## src/pidpi_pkg.sv

```systemverilog
// shared types, constants and arithmetic helpers for the pid controller
package pidpi_pkg;

  localparam int SAMPLE_W   = 16;
  localparam int FRAC_W     = 16;
  localparam int ERR_W      = SAMPLE_W + 1;
  localparam int GAIN_W     = 32;
  localparam int COEF_W     = GAIN_W + 3;
  localparam int PROD_W     = COEF_W + ERR_W;
  localparam int SUM_W      = PROD_W + 2;
  localparam int ACC_W      = 56;
  localparam int BOUND_W    = 16;
  localparam int CLAMP_W    = BOUND_W + FRAC_W;
  localparam int OUT_W      = 16;
  localparam int MODE_W     = 2;
  localparam int CFG_ADDR_W = 3;
  localparam int CFG_DATA_W = 32;
  localparam int IN_DATA_W  = 2 * SAMPLE_W;

  typedef enum logic [MODE_W-1:0] {
    MODE_POS = 2'd0,
    MODE_INC = 2'd1,
    MODE_OFF = 2'd2
  } mode_e;

  typedef enum logic [CFG_ADDR_W-1:0] {
    REG_LOOP_MODE   = 3'd0,
    REG_PROP_GAIN   = 3'd1,
    REG_INTEG_GAIN  = 3'd2,
    REG_DERIV_GAIN  = 3'd3,
    REG_OUT_MIN     = 3'd4,
    REG_OUT_MAX     = 3'd5,
    REG_INTEG_LIMIT = 3'd6
  } cfg_reg_e;

  typedef struct packed {
    logic        [MODE_W-1:0]  loop_mode;
    logic signed [GAIN_W-1:0]  prop_gain;
    logic signed [GAIN_W-1:0]  integ_gain;
    logic signed [GAIN_W-1:0]  deriv_gain;
    logic signed [BOUND_W-1:0] out_min;
    logic signed [BOUND_W-1:0] out_max;
    logic signed [BOUND_W-1:0] integ_limit;
  } cfg_t;

  // saturate a one-bit-grown sum to the accumulator range
  function automatic logic signed [ACC_W-1:0] sat_acc(input logic signed [ACC_W:0] v);
    logic signed [ACC_W-1:0] r;
    if (v[ACC_W] != v[ACC_W-1]) begin
      r = {v[ACC_W], {(ACC_W-1){~v[ACC_W]}}};
    end else begin
      r = v[ACC_W-1:0];
    end
    return r;
  endfunction

  // lo < x ? (x < hi ? x : hi) : lo, bounds in integer units
  function automatic logic signed [CLAMP_W-1:0] clamp_out(
    input logic signed [ACC_W-1:0]   x,
    input logic signed [BOUND_W-1:0] lo_b,
    input logic signed [BOUND_W-1:0] hi_b
  );
    logic signed [ACC_W-1:0]   lo;
    logic signed [ACC_W-1:0]   hi;
    logic signed [CLAMP_W-1:0] r;
    lo = ACC_W'($signed({lo_b, {FRAC_W{1'b0}}}));
    hi = ACC_W'($signed({hi_b, {FRAC_W{1'b0}}}));
    if (lo < x) begin
      r = (x < hi) ? x[CLAMP_W-1:0] : hi[CLAMP_W-1:0];
    end else begin
      r = lo[CLAMP_W-1:0];
    end
    return r;
  endfunction

endpackage

```

## src/pidpi_cfg.sv

```systemverilog
// configuration register file of the pid controller
module pidpi_cfg
  import pidpi_pkg::*;
(
  input  logic                  clk_i,
  input  logic                  rst_ni,
  input  logic                  cfg_we_i,
  input  logic [CFG_ADDR_W-1:0] cfg_addr_i,
  input  logic [CFG_DATA_W-1:0] cfg_wdata_i,
  output cfg_t                  cfg_o
);

  cfg_t cfg_q;
  cfg_t cfg_d;

  always_comb begin
    cfg_d = cfg_q;
    if (cfg_we_i) begin
      unique case (cfg_addr_i)
        REG_LOOP_MODE:   cfg_d.loop_mode   = cfg_wdata_i[MODE_W-1:0];
        REG_PROP_GAIN:   cfg_d.prop_gain   = $signed(cfg_wdata_i[GAIN_W-1:0]);
        REG_INTEG_GAIN:  cfg_d.integ_gain  = $signed(cfg_wdata_i[GAIN_W-1:0]);
        REG_DERIV_GAIN:  cfg_d.deriv_gain  = $signed(cfg_wdata_i[GAIN_W-1:0]);
        REG_OUT_MIN:     cfg_d.out_min     = $signed(cfg_wdata_i[BOUND_W-1:0]);
        REG_OUT_MAX:     cfg_d.out_max     = $signed(cfg_wdata_i[BOUND_W-1:0]);
        REG_INTEG_LIMIT: cfg_d.integ_limit = $signed(cfg_wdata_i[BOUND_W-1:0]);
        default: ;
      endcase
    end
  end

  always_ff @(posedge clk_i or negedge rst_ni) begin
    if (!rst_ni) begin
      cfg_q.loop_mode   <= MODE_POS;
      cfg_q.prop_gain   <= '0;
      cfg_q.integ_gain  <= '0;
      cfg_q.deriv_gain  <= '0;
      cfg_q.out_min     <= {1'b1, {(BOUND_W-1){1'b0}}};
      cfg_q.out_max     <= {1'b0, {(BOUND_W-1){1'b1}}};
      cfg_q.integ_limit <= '0;
    end else begin
      cfg_q <= cfg_d;
    end
  end

  assign cfg_o = cfg_q;

endmodule

```

## config.mk

```make
export PLATFORM = sky130hd
export DESIGN_NAME = pidpi_cfg
export DESIGN_NICKNAME = d
export VERILOG_FILES = /design/src/pidpi_pkg.sv /design/src/pidpi_cfg.sv
export SDC_FILE = /design/constraint.sdc
export NUM_CORES = 1
export LEC_CHECK = 0
export ABC_AREA = 1
export BUFFER_PORTS_ARGS = -buffer_cell sky130_fd_sc_hd__buf_2
export CAP_MARGIN = 20
export CORE_ASPECT_RATIO = 0.8
export CORE_MARGIN = 8
export CORE_UTILIZATION = 45
export CTS_BUF_LIST = sky130_fd_sc_hd__clkbuf_8
export DETAILED_ROUTE_END_ITERATION = 10
export PLACE_DENSITY = 0.68
export SYNTH_ARGS = -nofsm -noshare
export SYNTH_HDL_FRONTEND = slang
export SYNTH_SLANG_ARGS = --single-unit
```

## constraint.sdc

```tcl
create_clock -name clk_i -period 1.3 [get_ports clk_i]
set_input_delay 0.195 -clock clk_i [delete_from_list [all_inputs] [get_ports clk_i]]
set_output_delay 0.195 -clock clk_i [all_outputs]
set_load 0.05 [all_outputs]
```

==> summary.txt <==
Synth
  – Cells after Synth: ~640
  – YS warnings: 0
  – Mapped cell area: approximately 5800 um2
  – Flops & latches, synth: approximately 150
  – Seq/Total Area, Yosys: between 60 and 70%
  – Mapped Avg Cell Area: around 9 um2
  – Post-Syn Nets: 680
  – Unique cell type count in the Yosys netlist: 16

Cells and area
  – Max reg flops: ~150
  – Cell area after layout: around 8200 um2
  – Fill cells: approximately 1100
  – Commonest non-fill, non-tap cells in the layout: nand2_1, dfrtp_1, nand3_1
  – Nets: 897
  – P&R area growth vs syn: 41.8%
  – Final core utilization: 64.6%
  – Commonest non-fill, non-tap cell in the layout: nand2_1
  – Layout cells sized above 1: 31.0%

Power and ir drop
  – Pleak: 4.50 nW
  – P_sw: between 6 and 7 mW
  – Tot Pwr: around 16 mW
  – Peak VDD IR: 1.15 mV
  – Net Sw Frac: just over 40%
  – Gate power share: a little under two fifths
  – Pwr Density: ~2000 nW/um2
  – Seq pwr share: a little under two fifths
  – Design internal power: 9.51 mW
  – Clk pwr share: about 25%

Worst setup path
  – CP Depth: 1
  – Crit path max fanout: 2
  – Crit Path Category: register to primary output
  – Arrival time worst endpoint: 1.17 ns
  – Slowest cell on the critical path: dfstp_2
  – Worst r2r path cells: 3
  – Critical path cell sequence: buf_8
  – CP startpoint kind: register
  – Worst Setup End Kind: primary output
  – CP max stage delay: about 0.57 ns
  – Crit-path leading delay family: flip-flops
  – CP required: around 1.1 ns
  – CP bufs+invs: 1

Floorplanning
  – Die Area: 16800 um2
  – Die W: 143 um
  – Core area: 12700 um2
  – Die Y-Extent: 117 um
  – Starting Density: 45.6%
  – Core Rows: 37
  – Num ports: roughly 180

Timing
  – Fmax achieved: ~0.73 GHz
  – Post-Route Skew: 0 ns
  – Fin Hold WS: 0.0269 ns
  – Hold Violations, Final: 0
  – Least-Margin Pin Slew: about 0.45 ns
  – Period utilisation layout: 105%
  – Setup TNS: -0.649 ns
  – Minimum clock period: ~1.4 ns
  – Unrepaired setup endpoints after global routing: true
  – Slew headroom: 69.9%
  – Max-slew violation count: 0
  – Endpoints failing setup: 16
  – Setup ws final: -0.0670 ns

Placement
  – PortBufs: roughly 180
  – Area after DPL: between 7000 and 8000 um2
  – Detailed Place HPWL: 12.9 mm
  – Gpl congestion: roughly 0.83

Global routing
  – Largest net degree at the start of global routing: 42
  – GRT Residual Overflow: 0
  – Initial antenna violation count: 1
  – First-pass GRT wire length: between 20 and 30 mm
  – Total track usage: around 22%
  – Vias in the first global route: around 5300

Routing
  – Starting DRT DRC Count: 433
  – Antenna-violating nets left: 0
  – First-pass DRT Iterations: 5
  – Vias: about 5200
  – Vias/cell: a little under 5
  – Routed len/inst: about 18 um
  – Total Wirelength: roughly 18 mm
  – DR DRC count: 0

Clocking
  – Clock root buffer: clkbuf_8
  – Worst-Skew Late Latency: 0.44 ns
  – Buffer levels on the longest clock path: 2
  – H-tree depth: 4
  – Clock-pin slew on the worst setup and hold paths: 0.08 ns
  – Sink Count: 146
  – Number of CTS-inserted buffers: 17
  – CTS tree: yes

Job
  – Max_cap viols: 0

Status
  – Failing checks: setup timing
  – Status: finished with violations

Worst hold path
  – Hold path depth: 3
  – Hold Path Class: primary input to register
-- final timing paths --
path                       slack [ns]                endpoint              startpoint
hold / removal                   0.03   cfg_o[77]$_DFFE_PN0P_         cfg_wdata_i[29]
min in group asynchronous        0.25   cfg_o[71]$_DFFE_PN0P_                  rst_ni
hold reg to reg                  0.48  cfg_o[134]$_DFFE_PN0P_  cfg_o[134]$_DFFE_PN0P_
setup reg to reg                 0.53  cfg_o[118]$_DFFE_PN0P_  cfg_o[118]$_DFFE_PN0P_
max in group asynchronous        0.46   cfg_o[29]$_DFFE_PN1P_                  rst_ni
setup / recovery                -0.07               cfg_o[21]   cfg_o[21]$_DFFE_PN1P_
-- layout make-up --
class,count,area [um2],area share [%]
timing repair buffer,231,1940,23.7
inverter,6,25.0,0.305
clock buffer,22,303,3.69
sequential,146,3670,44.8
antenna,1,2.50,0.0305
clock inverter,10,155,1.89
multi-input combinational,457,1880,22.9
tap,175,219,2.67
-- repair_timing --
| action | 4_1_cts | 5_1_grt |
|---|---|---|
| setup endpoints to repair | 65 | 99 |
| resized for setup | 97 | 100 |
| buffers inserted | 0 | 2 |
| endpoints found under the hold margin | 71 | 0 |
| hold buffers | 21 | 0 |
-- cell usage after synthesis, drive strengths merged --
cell type | count | area [um2]
buf | 30 | 193
clkbuf | 3 | 11.3
dfrtp | 130 | 3250
dfstp | 16 | 420
inv | 6 | 25.0
nand2 | 368 | 1400
nand3 | 82 | 410
nor2 | 7 | 66.3
-- worst min-delay path, cell delays in order --
cell and delay [ns]:
buf_2 0.12, nand2_1 0.06, nand2_1 0.06
-- cells by family (layout without fill, tap and decap cells) --
logic type	Yosys count	in the layout	synth area share (%)
buffers and inverters	39	269	3.96
and+or+nand+nor	457	457	32.5
other	0	1	0
DFF	146	146	63.5
-- metal layers --
layer / vias to the layer above / GRT usage (%) / share of wire [%]
met2: 226 / 32.9 / 46
met5: - / 0 / 0
li1: 2430 / - / -
met4: 0 / 7.09 / 1.5
met1: 2511 / 28.9 / 42
met3: 24 / 8.63 / 10
-- stage by stage --
| stage | setup WS, ns | std cells |
|---|---|---|
| global placement | 0.0941 | 992 |
| CTS | -0.0791 | 1045 |
| floorplan | 0.372 | 642 |
| global route | -0.111 | 1048 |
| finish | -0.0670 | 1048 |
| detailed placement | 0.0408 | 992 |
-- power groups by stage --
stage	Sequential [mW]	Combinational, mW	Clock (mW)
after global placement	6.02	5.31	0
after CTS	6.04	5.80	4.07
final	6.07	6.04	3.99
after detailed placement	6.04	5.39	0
after floorplan	9.02	0.812	0
after global routing	6.16	6.35	4.27
Power figures use the tool's default switching activity.
